`src/hw/rtl/mct_pkg.sv`:
```
// Shared types and constants for the multi-slot countdown timer block.
package mct_pkg;

  // Command codes
  localparam logic [2:0] CMD_SET     = 3'd0;
  localparam logic [2:0] CMD_CANCEL  = 3'd1;
  localparam logic [2:0] CMD_CAPTURE = 3'd2;
  localparam logic [2:0] CMD_RESCHED = 3'd3;
  localparam logic [2:0] CMD_TICK    = 3'd4;

  // Status codes
  localparam logic [1:0] STAT_OK    = 2'd0;
  localparam logic [1:0] STAT_FULL  = 2'd1;
  localparam logic [1:0] STAT_IDLE  = 2'd2;
  localparam logic [1:0] STAT_RANGE = 2'd3;

  // Count value that marks an idle slot
  localparam logic [15:0] IDLE_COUNT = 16'hFFFF;

  // Expiries reported per tick; later ones are freed silently
  localparam int MAX_REPORTS = 8;

  typedef struct packed {
    logic [2:0]  cmd;
    logic [2:0]  slot;
    logic [15:0] period;
    logic [15:0] old_period;
  } in_beat_t;

  typedef struct packed {
    logic [1:0]  status;
    logic [2:0]  slot_id;
    logic [15:0] remaining;
    logic        expired;
    logic        last_of_run;
  } out_beat_t;

  typedef enum logic [2:0] {
    S_IDLE,
    S_DECIDE,
    S_SCAN,
    S_EXEC,
    S_TICK,
    S_TICK_END
  } tmr_state_t;

endpackage

```
`src/hw/rtl/multi_slot_countdown_timers_core.sv`:
```
// Table of one-shot countdown slots held in one synchronous memory.
//
//   channel | ports                           | beat
//   --------+---------------------------------+----------------------
//   input   | in_valid, in_stall, in_data     | mct_pkg::in_beat_t
//   result  | out_valid, out_stall, out_data  | mct_pkg::out_beat_t
//
// Cancel, unknown and rejected commands answer from the decide state; capture and
// reschedule read the slot count first; set walks the occupied slots ahead of the
// first free one; tick walks every slot on the single memory read port, one slot a cycle unless a stall holds it.
// Reset clears the per-slot active bits; the count memory needs no clear.
// A stalled result holds in the output register; a tick with a second
// expiry to report waits there, other work finishes and waits to load it.
module multi_slot_countdown_timers_core #(
  parameter int NUM_SLOTS = 8
) (
  input  logic               clk,
  input  logic               rst_n,
  input  logic               in_valid,
  output logic               in_stall,
  input  mct_pkg::in_beat_t  in_data,
  output logic               out_valid,
  input  logic               out_stall,
  output mct_pkg::out_beat_t out_data
);

  localparam int IW = (NUM_SLOTS > 1) ? $clog2(NUM_SLOTS) : 1;
  localparam int CW = $clog2(NUM_SLOTS + 1);

  // State and registers
  mct_pkg::tmr_state_t state_r, state_nxt;
  mct_pkg::in_beat_t   cmd_r;
  mct_pkg::out_beat_t  out_data_r, res;
  logic                out_vld_r;
  logic                out_load;

  logic [15:0]          mem_r [NUM_SLOTS];
  logic [15:0]          rd_data_r;
  logic                 mem_re, mem_we;
  logic [IW-1:0]        mem_raddr, mem_waddr;
  logic [15:0]          mem_wdata;

  logic [NUM_SLOTS-1:0] active_r;
  logic                 act_set, act_clr;
  logic [IW-1:0]        act_idx;

  logic [CW-1:0]        idx_r, idx_nxt;
  logic                 b_vld_r, b_vld_nxt;
  logic [IW-1:0]        b_idx_r, b_idx_nxt;
  logic                 held_vld_r, held_vld_nxt;
  logic [IW-1:0]        held_idx_r, held_idx_nxt;
  logic [3:0]           rep_cnt_r, rep_cnt_nxt;

  // Decoded conditions
  logic [IW-1:0] slot_idx;
  logic [IW-1:0] walk_idx;
  logic          slot_ok, slot_act, period_ok, out_free;
  logic          walk_end, walk_last, tick_done;
  logic [15:0]   dec, elapsed, next_cnt;
  logic          b_act, b_zero, rep_ok, b_report, tick_freeze;

  assign slot_idx  = IW'(cmd_r.slot);
  assign slot_ok   = ({5'd0, cmd_r.slot} < 8'(NUM_SLOTS));
  assign slot_act  = slot_ok && active_r[slot_idx];
  assign period_ok = (cmd_r.period != '0) && (cmd_r.period != mct_pkg::IDLE_COUNT);
  assign out_free  = !out_vld_r || !out_stall;

  assign walk_idx  = idx_r[IW-1:0];
  assign walk_end  = (idx_r == CW'(NUM_SLOTS));
  assign walk_last = (idx_r == CW'(NUM_SLOTS - 1));
  assign tick_done = walk_end && !b_vld_r;

  // Tick stage B: decrement of the slot that stage A read
  assign dec         = rd_data_r - 16'd1;
  assign b_act       = b_vld_r && active_r[b_idx_r];
  assign b_zero      = (dec == '0);
  assign rep_ok      = (rep_cnt_r < 4'(mct_pkg::MAX_REPORTS));
  assign b_report    = b_act && b_zero && rep_ok;
  assign tick_freeze = b_report && held_vld_r && !out_free;

  // Reschedule: keep elapsed time, negative elapsed counts as zero
  assign elapsed  = (cmd_r.old_period > rd_data_r) ? (cmd_r.old_period - rd_data_r) : '0;
  assign next_cnt = (elapsed >= cmd_r.period) ? 16'd1 : (cmd_r.period - elapsed);

  assign in_stall  = (state_r != mct_pkg::S_IDLE);
  assign out_valid = out_vld_r;
  assign out_data  = out_data_r;

  // Next state
  always_comb begin
    state_nxt = state_r;
    unique case (state_r)
      mct_pkg::S_IDLE: begin
        if (in_valid) state_nxt = mct_pkg::S_DECIDE;
      end
      mct_pkg::S_DECIDE: begin
        unique case (cmd_r.cmd)
          mct_pkg::CMD_SET: begin
            if (period_ok) state_nxt = mct_pkg::S_SCAN;
            else if (out_free) state_nxt = mct_pkg::S_IDLE;
          end
          mct_pkg::CMD_CAPTURE: begin
            if (slot_act) state_nxt = mct_pkg::S_EXEC;
            else if (out_free) state_nxt = mct_pkg::S_IDLE;
          end
          mct_pkg::CMD_RESCHED: begin
            if (slot_act && period_ok) state_nxt = mct_pkg::S_EXEC;
            else if (out_free) state_nxt = mct_pkg::S_IDLE;
          end
          mct_pkg::CMD_TICK: state_nxt = mct_pkg::S_TICK;
          default: begin
            if (out_free) state_nxt = mct_pkg::S_IDLE;
          end
        endcase
      end
      mct_pkg::S_SCAN: begin
        if ((!active_r[walk_idx] || walk_last) && out_free) state_nxt = mct_pkg::S_IDLE;
      end
      mct_pkg::S_EXEC: begin
        if (out_free) state_nxt = mct_pkg::S_IDLE;
      end
      mct_pkg::S_TICK: begin
        if (tick_done) state_nxt = mct_pkg::S_TICK_END;
      end
      mct_pkg::S_TICK_END: begin
        if (out_free) state_nxt = mct_pkg::S_IDLE;
      end
      default: state_nxt = mct_pkg::S_IDLE;
    endcase
  end

  // Datapath controls, result beat and walk registers
  always_comb begin
    out_load        = 1'b0;
    res             = '0;
    res.last_of_run = 1'b1;
    mem_re          = 1'b0;
    mem_raddr       = slot_idx;
    mem_we          = 1'b0;
    mem_waddr       = b_idx_r;
    mem_wdata       = dec;
    act_set         = 1'b0;
    act_clr         = 1'b0;
    act_idx         = slot_idx;
    idx_nxt         = idx_r;
    b_vld_nxt       = b_vld_r;
    b_idx_nxt       = b_idx_r;
    held_vld_nxt    = held_vld_r;
    held_idx_nxt    = held_idx_r;
    rep_cnt_nxt     = rep_cnt_r;
    unique case (state_r)
      mct_pkg::S_IDLE: begin
        idx_nxt = idx_r;
      end
      mct_pkg::S_DECIDE: begin
        idx_nxt      = '0;
        b_vld_nxt    = 1'b0;
        held_vld_nxt = 1'b0;
        rep_cnt_nxt  = '0;
        res.slot_id  = cmd_r.slot;
        unique case (cmd_r.cmd)
          mct_pkg::CMD_SET: begin
            res.slot_id = '0;
            res.status  = mct_pkg::STAT_RANGE;
            out_load    = !period_ok && out_free;
          end
          mct_pkg::CMD_CANCEL: begin
            res.status = slot_act ? mct_pkg::STAT_OK : mct_pkg::STAT_IDLE;
            out_load   = out_free;
            act_clr    = slot_act && out_free;
          end
          mct_pkg::CMD_CAPTURE: begin
            res.status    = mct_pkg::STAT_IDLE;
            res.remaining = mct_pkg::IDLE_COUNT;
            mem_re        = slot_act;
            out_load      = !slot_act && out_free;
          end
          mct_pkg::CMD_RESCHED: begin
            res.status = slot_act ? mct_pkg::STAT_RANGE : mct_pkg::STAT_IDLE;
            mem_re     = slot_act && period_ok;
            out_load   = !(slot_act && period_ok) && out_free;
          end
          mct_pkg::CMD_TICK: begin
            out_load = 1'b0;
          end
          default: begin
            res.status = mct_pkg::STAT_OK;
            out_load   = out_free;
          end
        endcase
      end
      // Set: walk the active bits for the lowest idle slot
      mct_pkg::S_SCAN: begin
        res.slot_id = 3'(walk_idx);
        if (!active_r[walk_idx]) begin
          res.status = mct_pkg::STAT_OK;
          out_load   = out_free;
          mem_we     = out_free;
          mem_waddr  = walk_idx;
          mem_wdata  = cmd_r.period;
          act_set    = out_free;
          act_idx    = walk_idx;
        end else if (walk_last) begin
          res.slot_id = '0;
          res.status  = mct_pkg::STAT_FULL;
          out_load    = out_free;
        end else begin
          idx_nxt = idx_r + CW'(1);
        end
      end
      // Capture or reschedule with the count read in the decide state
      mct_pkg::S_EXEC: begin
        res.slot_id = cmd_r.slot;
        res.status  = mct_pkg::STAT_OK;
        out_load    = out_free;
        if (cmd_r.cmd == mct_pkg::CMD_CAPTURE) begin
          res.remaining = rd_data_r;
        end else begin
          res.remaining = next_cnt;
          mem_we        = out_free;
          mem_waddr     = slot_idx;
          mem_wdata     = next_cnt;
        end
      end
      // Tick: stage A reads a slot, stage B writes back the previous active one or expires it
      mct_pkg::S_TICK: begin
        if (!tick_freeze) begin
          if (!walk_end) begin
            mem_re    = 1'b1;
            mem_raddr = walk_idx;
            b_vld_nxt = 1'b1;
            b_idx_nxt = walk_idx;
            idx_nxt   = idx_r + CW'(1);
          end else begin
            b_vld_nxt = 1'b0;
          end
          if (b_act) begin
            if (b_zero) begin
              act_clr = 1'b1;
              act_idx = b_idx_r;
              if (rep_ok) begin
                // earlier expiry is not the last one: release it now
                if (held_vld_r) begin
                  out_load        = 1'b1;
                  res.slot_id     = 3'(held_idx_r);
                  res.expired     = 1'b1;
                  res.last_of_run = 1'b0;
                end
                held_vld_nxt = 1'b1;
                held_idx_nxt = b_idx_r;
                rep_cnt_nxt  = rep_cnt_r + 4'd1;
              end
            end else begin
              mem_we    = 1'b1;
              mem_waddr = b_idx_r;
              mem_wdata = dec;
            end
          end
        end
      end
      // Final tick beat: held expiry, or a quiet result
      mct_pkg::S_TICK_END: begin
        out_load = out_free;
        if (held_vld_r) begin
          res.slot_id = 3'(held_idx_r);
          res.expired = 1'b1;
        end
      end
      default: begin
        out_load = 1'b0;
      end
    endcase
  end

  // Count memory; reads and writes never hit the same entry in one cycle
  always_ff @(posedge clk) begin
    if (mem_we) mem_r[mem_waddr] <= mem_wdata;
    if (mem_re) rd_data_r <= mem_r[mem_raddr];
  end

  // Control registers
  always_ff @(posedge clk) begin
    if (!rst_n) begin
      state_r    <= mct_pkg::S_IDLE;
      active_r   <= '0;
      out_vld_r  <= 1'b0;
      idx_r      <= '0;
      b_vld_r    <= 1'b0;
      held_vld_r <= 1'b0;
      rep_cnt_r  <= '0;
    end else begin
      state_r    <= state_nxt;
      idx_r      <= idx_nxt;
      b_vld_r    <= b_vld_nxt;
      held_vld_r <= held_vld_nxt;
      rep_cnt_r  <= rep_cnt_nxt;
      if (act_set) active_r[act_idx] <= 1'b1;
      else if (act_clr) active_r[act_idx] <= 1'b0;
      if (out_load) out_vld_r <= 1'b1;
      else if (!out_stall) out_vld_r <= 1'b0;
    end
  end

  // Payload registers
  always_ff @(posedge clk) begin
    if (in_valid && !in_stall) cmd_r <= in_data;
    if (out_load) out_data_r <= res;
    b_idx_r    <= b_idx_nxt;
    held_idx_r <= held_idx_nxt;
  end

endmodule
```
`config.mk`:
```
export PLATFORM = sky130hd
export DESIGN_NAME = multi_slot_countdown_timers_core
export DESIGN_NICKNAME = d
export VERILOG_FILES = /design/src/hw/rtl/mct_pkg.sv /design/src/hw/rtl/multi_slot_countdown_timers_core.sv
export SDC_FILE = /design/constraint.sdc
export NUM_CORES = 1
export LEC_CHECK = 0
export BUFFER_PORTS_ARGS = -buffer_cell sky130_fd_sc_hd__buf_2
export CAP_MARGIN = 10
export CORE_MARGIN = 2
export CORE_UTILIZATION = 50
export DETAILED_ROUTE_END_ITERATION = 10
export PLACE_DENSITY = 0.7
export SLEW_MARGIN = 0
export SYNTH_ARGS = -nofsm -noshare
export SYNTH_HDL_FRONTEND = slang
export SYNTH_SLANG_ARGS = --single-unit
```
`constraint.sdc`:
```
create_clock -name clk -period 12.65 [get_ports clk]
set_clock_uncertainty 0.05 [all_clocks]
set_input_delay 0.6325 -clock clk [delete_from_list [all_inputs] [get_ports clk]]
set_output_delay 0.6325 -clock clk [all_outputs]
set_load 0.005 [all_outputs]
```
==> results.yml, run 1 <==
timing:
  whs_ns: 0.202
  tightest_slew_ns: 1.16
  slew_headroom_pct: 20.8
  hold_violations: 0
  rsz0062_at_grt: "false"
  drv_slew: 0
  fin_crit_sh_pct: 58.1
  tns_ns: 0
  setup_violations: 0
  fmax_ghz: 0.136
  post-route-min-period_ns: 7.35
clock_network:
  cts_buffers: 25
  cts_resized: 0
  cts.path.max_buffers: 3
  post_cts_buffers: 0
  root_buffer: "clkbuf_16"
  cts_tree: "built"
  worstSkewPairLatency_ns: 0.56
  clock_sinks: 233
  clkTransAtPathRegs_ns: 0.06
  h-tree-depth: 1
  hold_buffers: 0
logic_synthesis:
  synth.area.mux_share_pct: 3.58
  synth-xor-area-share_pct: 2.05
  ys_async_sr_fraction_pct: 0
  yosysMostFrequentCell: "edfxtp_1"
  ys_seq_area_share_pct: 54.8
  syn_inst: 1101
  synth-simple-area-share_pct: 13.8
  synth_top_area_cell: "edfxtp_1"
  synth_compound_area_share_pct: 18.6
  netlist_top_cells_area: "edfxtp_1 51%, ha_1 3.7%, dfxtp_1 3.6%, a211oi_1 3.3%, a21boi_0 3.0%"
  ys_ff_latch: 233
  synth_top_family_by_area: "compound AO/OA/AOI/OAI gates"
  synth_flop_cell: "edfxtp_1"
  synth_edf_count: 211
  avgSynthCellArea_sq_um: 11.2
  yosysWarningCount: 0
  synth_area_sq_mm: 0.0124
  ys_types: 77
  syn_nets: 1182
  synth_fa_ha_area_share_pct: 4.07
  yosysTopAreaCellShare_pct: 51.2
  ys_top_cells_by_count: "211 x edfxtp_1, 91 x nand2_1, 87 x nor2_1"
placement:
  routabilityCongestion: 0.959
  port_buffers: 66
  dp_hpwl_microns: 22100
final_layout:
  nNetsFinal: 1240
  areaGrowthSynthToFinish_pct: 11.8
  post-route-util_pct: 56.8
  layout-drive-gt1-share_pct: 12.7
  diodes: 0
detailed_routing:
  via_per_inst: 6.17
  drt_pass1_iterations: 5
  drc: 0
  vias: 9266
  ant_nets: 0
  routed_wl_microns: 32400
  drt_iter0_markers: 971
  routedWlPerCell_microns: 21.6
setup_path:
  path_class: "reg2reg"
  worst_setup_path_start_kind: "flop"
  critPathMaxFanout: 14
  endpoint_kind: "flop"
  path_cells: "ha_1, inv_1, fa_1, a21o_1, a21oi_1, o21bai_1, a2111oi_0, o31ai_1, a221oi_1, nor2_1, nand2_1, inv_1, fa_1, nand2b_1, a21oi_1, o21ai_0, a2111o_1, a31oi_1, and2_1, nand3_1, o21ai_0"
  max_stage_delay_ns: 0.74
  crit_slowest_cell: "o21ai_0"
  cp_data_arrival_time_ns: 7.52
  critPathRequiredTime_ns: 12.82
  cp_num_buf_inv: 2
  path_delay_family: "compound AO/OA/AOI/OAI gates"
power:
  vdd_drop_max_mv: 0.108
  p_comb_share_pct: 16.9
  clkPwrFrac_pct: 37.0
  seqPwrFrac_pct: 46.1
  sw_frac_of_total_pct: 27.6
  power.leakage_nw: 4.88
  p_switching_w: 0.000543
  powerDensity_mw_per_mm2: 142
  p_int_w: 0.00142
global_route:
  grt_pass1_vias: 8738
  grt_max_degree: 50
  antenna_found_initial: 0
  grt_overflow: 0
  grt_first_pass_wirelength_microns: 50200
  grt_use_total_pct: 25.2
die:
  rows: 57
  initial_core_util_pct: 50.8
  core_area_sq_mm: 0.0243
  die_w_microns: 161
  boundaryPins: 67
  dieHeight_microns: 161
  die_area_sq_mm: 0.0260
job:
  maxCapViolations: 0
min_path:
  hp-class: "in2reg"
outcome:
  status: "complete, no violations"
[placed cells by master (no fill, tap or decap), types with 7 or more instances in the layout]
cell type,instances
a2111oi_1,11
a211oi_1,55
a21boi_0,50
a21o_1,14
a21oi_1,68
a22oi_1,8
and3_1,8
buf_2,66
buf_4,17
clkbuf_16,25
dfxtp_1,22
edfxtp_1,211
ha_1,37
inv_1,42
mux2i_1,26
nand2_1,91
nand2b_1,11
nand3_1,30
nand3b_1,8
nand4_1,16
nor2_1,86
nor3_1,27
nor3b_1,7
nor4_1,11
o21a_1,8
o21ai_0,36
o31ai_1,9
or3_1,12
xnor2_1,23
[path summary, 6_finish.rpt]
check / slack, ns / depth (start not counted) / from / end
worst min register to register: 0.43 / 2 / flop / flop
worst min-delay path: 0.20 / 1 / in_data[14] / cmd_r[14]
worst max-delay path: 5.30 / 21 / rd_data_r[0] / mem_r[7][7]
worst max register to register: 5.30 / 21 / rd_data_r[0] / mem_r[7][7]
[sequential cells by signal (all words and copies together), names as in the netlist, named ones only]
signal / flops
cmd_r: 35
held_idx_r: 3
state_r: 3
idx_r: 4
held_vld_r: 1
b_idx_r: 3
mem_r: 128
rd_data_r: 16
rep_cnt_r: 4
out_data: 23
out_valid: 1
b_vld_r: 1
slot_idx: 3
[final cells by class]
cell class / instances / area (sq um)
fillers: 2028 / 10500
flip-flops and latches: 233 / 6780
multi-input cells: 774 / 5210
clock buffers: 29 / 641
repair buffers: 83 / 458
well taps: 324 / 405
clock inverters: 16 / 170
inverters: 42 / 158
[logic make-up (layout without fill, tap and decap cells)]
logic type	after synthesis	count (layout)
fa+ha+maj	39	39
buf+inv	94	170
flops	233	233
mux	36	36
xor+xnor	29	29
compound gates	327	327
simple gates	343	343
[power by group through the flow]
| stage | clock, W | sequential (W) | combinational, W |
|---|---|---|---|
| after detailed placement | 0 | 0.000921 | 0.000325 |
| after floorplan | 0 | 0.000906 | 0.000239 |
| after CTS | 0.000741 | 0.000905 | 0.000327 |
| after global routing | 0.000775 | 0.000908 | 0.000366 |
| final | 0.000728 | 0.000906 | 0.000333 |
| after global placement | 0 | 0.000921 | 0.000324 |
[stage by stage]
step | total power, W | area [sq um] | setup slack [ns] | std cells
after global placement | 0.00125 | 13000 | 5.74 | 1456
after detailed placement | 0.00125 | 13000 | 5.56 | 1456
after CTS | 0.00197 | 13800 | 5.50 | 1501
after global routing | 0.00205 | 13800 | 4.78 | 1501
after floorplan | 0.00115 | 12400 | 6.98 | 1101
final | 0.00197 | 13800 | 5.30 | 1501
[metal layers]
layer / up-vias / track usage, % / share of wire [%] / routed length (microns)
met4: 0 / 9.62 / 3.8 / 1240
met5: - / 0 / 0 / 0
met1: 4403 / 35.5 / 43 / 13900
met2: 421 / 39.5 / 45 / 14600
li1: 4359 / - / - / -
met3: 83 / 3.90 / 8.2 / 2660
No activity file was read; power rests on OpenSTA's default activity.
==> inputs of run 2 (changes only) <==
--- a/config.mk
+++ b/config.mk
@@ -10,7 +10,7 @@
 export CORE_MARGIN = 2
 export CORE_UTILIZATION = 50
 export DETAILED_ROUTE_END_ITERATION = 10
-export PLACE_DENSITY = 0.7
+export PLACE_DENSITY = 0.73
 export SLEW_MARGIN = 0
 export SYNTH_ARGS = -nofsm -noshare
 export SYNTH_HDL_FRONTEND = slang
==> constraint.sdc (replaced) <==
create_clock -name clk -period 6.6 [get_ports clk]
set_clock_uncertainty 0.05 [all_clocks]
set_input_delay 0.33 -clock clk [delete_from_list [all_inputs] [get_ports clk]]
set_output_delay 0.33 -clock clk [all_outputs]
set_load 0.005 [all_outputs]
==> results.yml, run 2 (synthesis gave the netlist of run 1 again) <==
outcome:
  status: "complete, no violations"
final_layout:
  stdcell_count: 1556
  layout_commonest_cell: "edfxtp_1"
  nNetsFinal: 1292
  mostFrequentLayoutCells: "211 x edfxtp_1, 91 x nand2_1, 86 x nor2_1, 68 x a21oi_1, 66 x buf_2"
  areaGrowthSynthToFinish_pct: 17.0
  fillCellCount: 1932
  fin_area_sq_mm: 0.0145
  layout-drive-gt1-share_pct: 14.1
  top_register: "mem_r"
  diodes: 0
  largest_register_ffs: 128
clock_network:
  root_buffer: "clkbuf_16"
  cts.path.max_buffers: 3
  cts_buffers: 27
  worstSkewPairLatency_ns: 0.56
  clock_sinks: 233
  h-tree-depth: 1
  clkTransAtPathRegs_ns: 0.07
  cts_tree: "built"
  post_cts_buffers: 0
timing:
  fmax_ghz: 0.162
  tns_ns: 0
  post-route-min-period_ns: 6.18
  hold_violations: 0
  fin_crit_sh_pct: 93.6
  whs_ns: 0.0987
  rsz0062_at_grt: "false"
  tightest_slew_ns: 1.17
  setup_violations: 0
  slew_headroom_pct: 22.1
  drv_slew: 0
global_route:
  grt_first_pass_wirelength_microns: 53200
  antenna_found_initial: 0
  met3_usage_pct: 4.98
  grt_overflow: 0
  grt_use_met1_pct: 36.7
  grt_pass1_vias: 9372
  grt_max_degree: 50
  grt_use_total_pct: 26.3
  use_met2_pct: 42.2
  top_usage_layer: "met2"
placement:
  placed_area_sq_mm: 0.0131
  dp.cells: 1468
  dp_hpwl_microns: 22900
  routabilityCongestion: 0.961
  port_buffers: 66
power:
  power.total_w: 0.00404
  powerDensity_mw_per_mm2: 280
  power.leakage_nw: 5.18
  vdd_drop_max_mv: 0.267
die:
  initial_core_util_pct: 50.8
  die_w_microns: 161
  die_area_sq_mm: 0.0260
  core_area_sq_mm: 0.0243
  boundaryPins: 67
  rows: 57
  dieHeight_microns: 161
detailed_routing:
  vias: 9660
  drc: 0
  drt_iter0_markers: 1152
  via_per_inst: 6.21
  routed_wl_microns: 34300
  routedWlPerCell_microns: 22.0
  drt_pass1_iterations: 6
  ant_nets: 0
setup_path:
  cp_data_arrival_time_ns: 6.48
  critPathMaxFanout: 11
  endpoint_kind: "flop"
  path_delay_family: "compound AO/OA/AOI/OAI gates"
  ff2ff_path_depth: 20
  path_cells: "inv_1, fa_1, a21o_1, a21oi_1, o21bai_1, a2111oi_1, o31ai_1, a221oi_1, nor3_1, ha_1, fa_1, nand2b_1, a21oi_1, o21ai_0, a2111o_1, a31oi_2, and2_2, nand3b_1, a21oi_1, a211o_1"
  path_class: "reg2reg"
  worst_setup_path_start_kind: "flop"
  crit_cells: 20
  critPathRequiredTime_ns: 6.90
  max_stage_delay_ns: 0.57
  crit_slowest_cell: "a2111oi_1"
  cp_num_buf_inv: 1
  crit_top_cell: "a21oi_1"
min_path:
  min_path_cells: 3
  hp-class: "in2reg"
job:
  maxCapViolations: 0
run 2: changes by cell type in the layout (fill, tap and decap cells not counted), sizes merged:
cell,delta
bufinv,+3
clkinvlp,+1
buf,+12
inv,+1
dlygate4sd3,+38
clkinv,+1
clkbuf,-1
run 2: power by group:
group,switching (W),internal (W)
sequential,0.0000555,0.00168
combinational,0.000429,0.000256
clock,0.000631,0.000993
run 2: repair_timing:
action	in CTS	in global routing
endpoints found under the setup margin	0	102
hold buffers	38	0
resized for setup	0	3
endpoints found under the hold margin	38	0
run 2: stage by stage:
step	utilization, %	setup slack, ns
detailed placement	53.9	0.197
global placement	53.9	0.486
CTS	59.4	0.155
finish	59.5	0.420
floorplan	-	0.926
global route	59.5	0.0352
run 2: worst paths after layout:
path	start	end	slack [ns]
setup / recovery	rd_data_r[1]	mem_r[3][10]	0.42
setup reg to reg	rd_data_r[1]	mem_r[3][10]	0.42
hold / removal	rst_n	state_r[0]	0.1
hold reg to reg	flop	flop	0.44
run 2: layer usage:
| metal | share of wire [%] | up-vias | wire, microns |
|---|---|---|---|
| met4 | 2.8 | 0 | 966 |
| met5 | 0 | - | 0 |
| met2 | 46 | 443 | 15800 |
| met1 | 43 | 4666 | 14600 |
| met3 | 8.3 | 81 | 2860 |
| li1 | - | 4470 | - |
run 2: tightest hold or removal path, cell delays in order:
cell	delay (ns)
buf_2	0.21
nand2_1	0.09
a21oi_1	0.03
run 2: layout make-up:
class	instances	area (sq um)	area share, %
clock buffers	28	679	4.70
clock inverters	22	295	2.04
inverters	42	158	1.09
multi-input cells	774	5220	36.1
flip-flops and latches	233	6780	46.8
well taps	324	405	2.80
repair buffers	133	928	6.42
==> inputs of run 3 (changes only) <==
==> constraint.sdc (replaced) <==
create_clock -name clk -period 6.6 [get_ports clk]
set_clock_uncertainty 0.05 [all_clocks]
set_input_delay 0.66 -clock clk [delete_from_list [all_inputs] [get_ports clk]]
set_output_delay 0.66 -clock clk [all_outputs]
set_load 0.005 [all_outputs]
==> results.yml, run 3 (synthesis gave the netlist of run 1 again) <==
outcome:
  status: "complete, no violations"
power:
  powerDensity_mw_per_mm2: 286
  vdd_drop_max_mv: 0.267
  power.leakage_nw: 5.02
die:
  rows: 57
  die_w_microns: 161
  initial_core_util_pct: 50.8
  dieHeight_microns: 161
  core_area_sq_mm: 0.0243
  boundaryPins: 67
  die_area_sq_mm: 0.0260
final_layout:
  largest_register_ffs: 128
  areaGrowthSynthToFinish_pct: 13.9
  diodes: 0
  fillCellCount: 1968
  fin_area_sq_mm: 0.0141
  layout-drive-gt1-share_pct: 14.6
  nNetsFinal: 1254
  post-route-util_pct: 57.9
  layout_commonest_cell: "edfxtp_1"
  top_register: "mem_r"
  mostFrequentLayoutCells: "211 x edfxtp_1, 91 x nand2_1, 86 x nor2_1, 68 x a21oi_1, 66 x buf_2"
setup_path:
  crit_top_cell: "a21oi_1"
  path_class: "reg2reg"
  path_cells: "inv_1, fa_1, a21o_1, a21oi_1, o21bai_1, a2111oi_1, o31ai_1, a221oi_1, nor3_1, ha_1, fa_1, nand2b_1, a21oi_1, o21ai_0, a2111o_1, a31oi_2, and2_2, nand3b_1, a21oi_1, a211o_1"
  crit_slowest_cell: "a2111oi_1"
  cp_data_arrival_time_ns: 6.47
  critPathRequiredTime_ns: 6.90
  critPathMaxFanout: 11
  path_delay_family: "compound AO/OA/AOI/OAI gates"
  r2r_setup_slack_ns: 0.43
  cp_num_buf_inv: 1
  max_stage_delay_ns: 0.56
  worst_setup_path_start_kind: "flop"
  endpoint_kind: "flop"
global_route:
  grt_overflow: 0
  grt_use_total_pct: 25.9
  antenna_found_initial: 0
  grt_first_pass_wirelength_microns: 52400
  grt_pass1_vias: 9184
  grt_max_degree: 50
placement:
  dp_hpwl_microns: 22900
  place_ws_ns: 0.197
  placed_area_sq_mm: 0.0131
  port_buffers: 66
  routabilityCongestion: 0.961
detailed_routing:
  drt_iter0_markers: 1175
  drt_pass1_iterations: 6
  vias: 9475
  routedWlPerCell_microns: 22.1
  drc: 0
  ant_nets: 0
  via_per_inst: 6.24
  routed_wl_microns: 33600
clock_network:
  h-tree-depth: 1
  hold_buffers: 0
  clock_sinks: 233
  cts.path.max_buffers: 3
  worstSkewPairLatency_ns: 0.56
  cts_tree: "built"
  clkTransAtPathRegs_ns: 0.07
  cts_resized: 0
  cts_buffers: 27
  post_cts_buffers: 0
  root_buffer: "clkbuf_16"
min_path:
  hp-class: "in2reg"
timing:
  setup_violations: 0
  post-route-min-period_ns: 6.17
  tns_ns: 0
  tightest_slew_ns: 1.14
  rsz0062_at_grt: "false"
  whs_ns: 0.226
  fin_crit_sh_pct: 93.5
  fmax_ghz: 0.162
  final.setup.worst_slack_ns: 0.427
  slew_headroom_pct: 23.7
  drv_slew: 0
  hold_violations: 0
job:
  maxCapViolations: 0
## run 3: cell types whose count changed in the layout (fill, tap and decap cells not counted), sizes merged
| cell | previous run | this run |
|---|---|---|
| dlygate4sd3 | 38 | 0 |
## run 3: final cells by class
type,count,area (sq um),area share [%]
multi-input combinational,774,5220,37.1
clock inverter,22,295,2.10
timing repair buffer,95,548,3.89
clock buffer,28,679,4.82
inverter,42,158,1.12
tap,324,405,2.88
sequential,233,6780,48.1
## run 3: routing by layer
layer / GRT usage [%] / vias to the layer above / part of all wire [%]
met5: 0 / - / 0
met4: 7.91 / 0 / 2.9
met3: 4.83 / 76 / 9.0
met2: 40.9 / 449 / 45
met1: 36.7 / 4556 / 43
li1: - / 4394 / -
## run 3: through the flow
step | power (W) | cells
CTS | 0.00403 | 1518
floorplan | 0.00220 | 1101
global route | 0.00418 | 1518
detailed placement | 0.00241 | 1468
global placement | 0.00241 | 1468
finish | 0.00402 | 1518
## run 3: path summary, 6_finish.rpt
| check | cells past startpoint | startpoint | to |
|---|---|---|---|
| hold reg to reg | 2 | flop | flop |
| setup reg to reg | 20 | rd_data_r[1] | mem_r[7][10] |
| setup / recovery | 20 | rd_data_r[1] | mem_r[7][10] |
| hold / removal | 1 | in_data[16] | cmd_r[16] |
## run 3: report_power, final
| group | internal, W | switching (W) | leakage, nW | total (W) |
|---|---|---|---|---|
| clock network | 0.000993 | 0.000629 | 0.474 | 0.00162 |
| logic | 0.000241 | 0.000424 | 2.44 | 0.000665 |
| registers | 0.00168 | 0.0000547 | 2.11 | 0.00174 |
## run 3: worst register-to-register path, stage by stage (launching register included)
cell and delay [ns]:
edfxtp_1 0.48, inv_1 0.18, fa_1 0.47, a21o_1 0.17
a21oi_1 0.22, o21bai_1 0.13, a2111oi_1 0.56, o31ai_1 0.24
a221oi_1 0.49, nor3_1 0.11, ha_1 0.24, fa_1 0.43
nand2b_1 0.16, a21oi_1 0.18, o21ai_0 0.13, a2111o_1 0.42
a31oi_2 0.29, and2_2 0.38, nand3b_1 0.17, a21oi_1 0.17
a211o_1 0.29
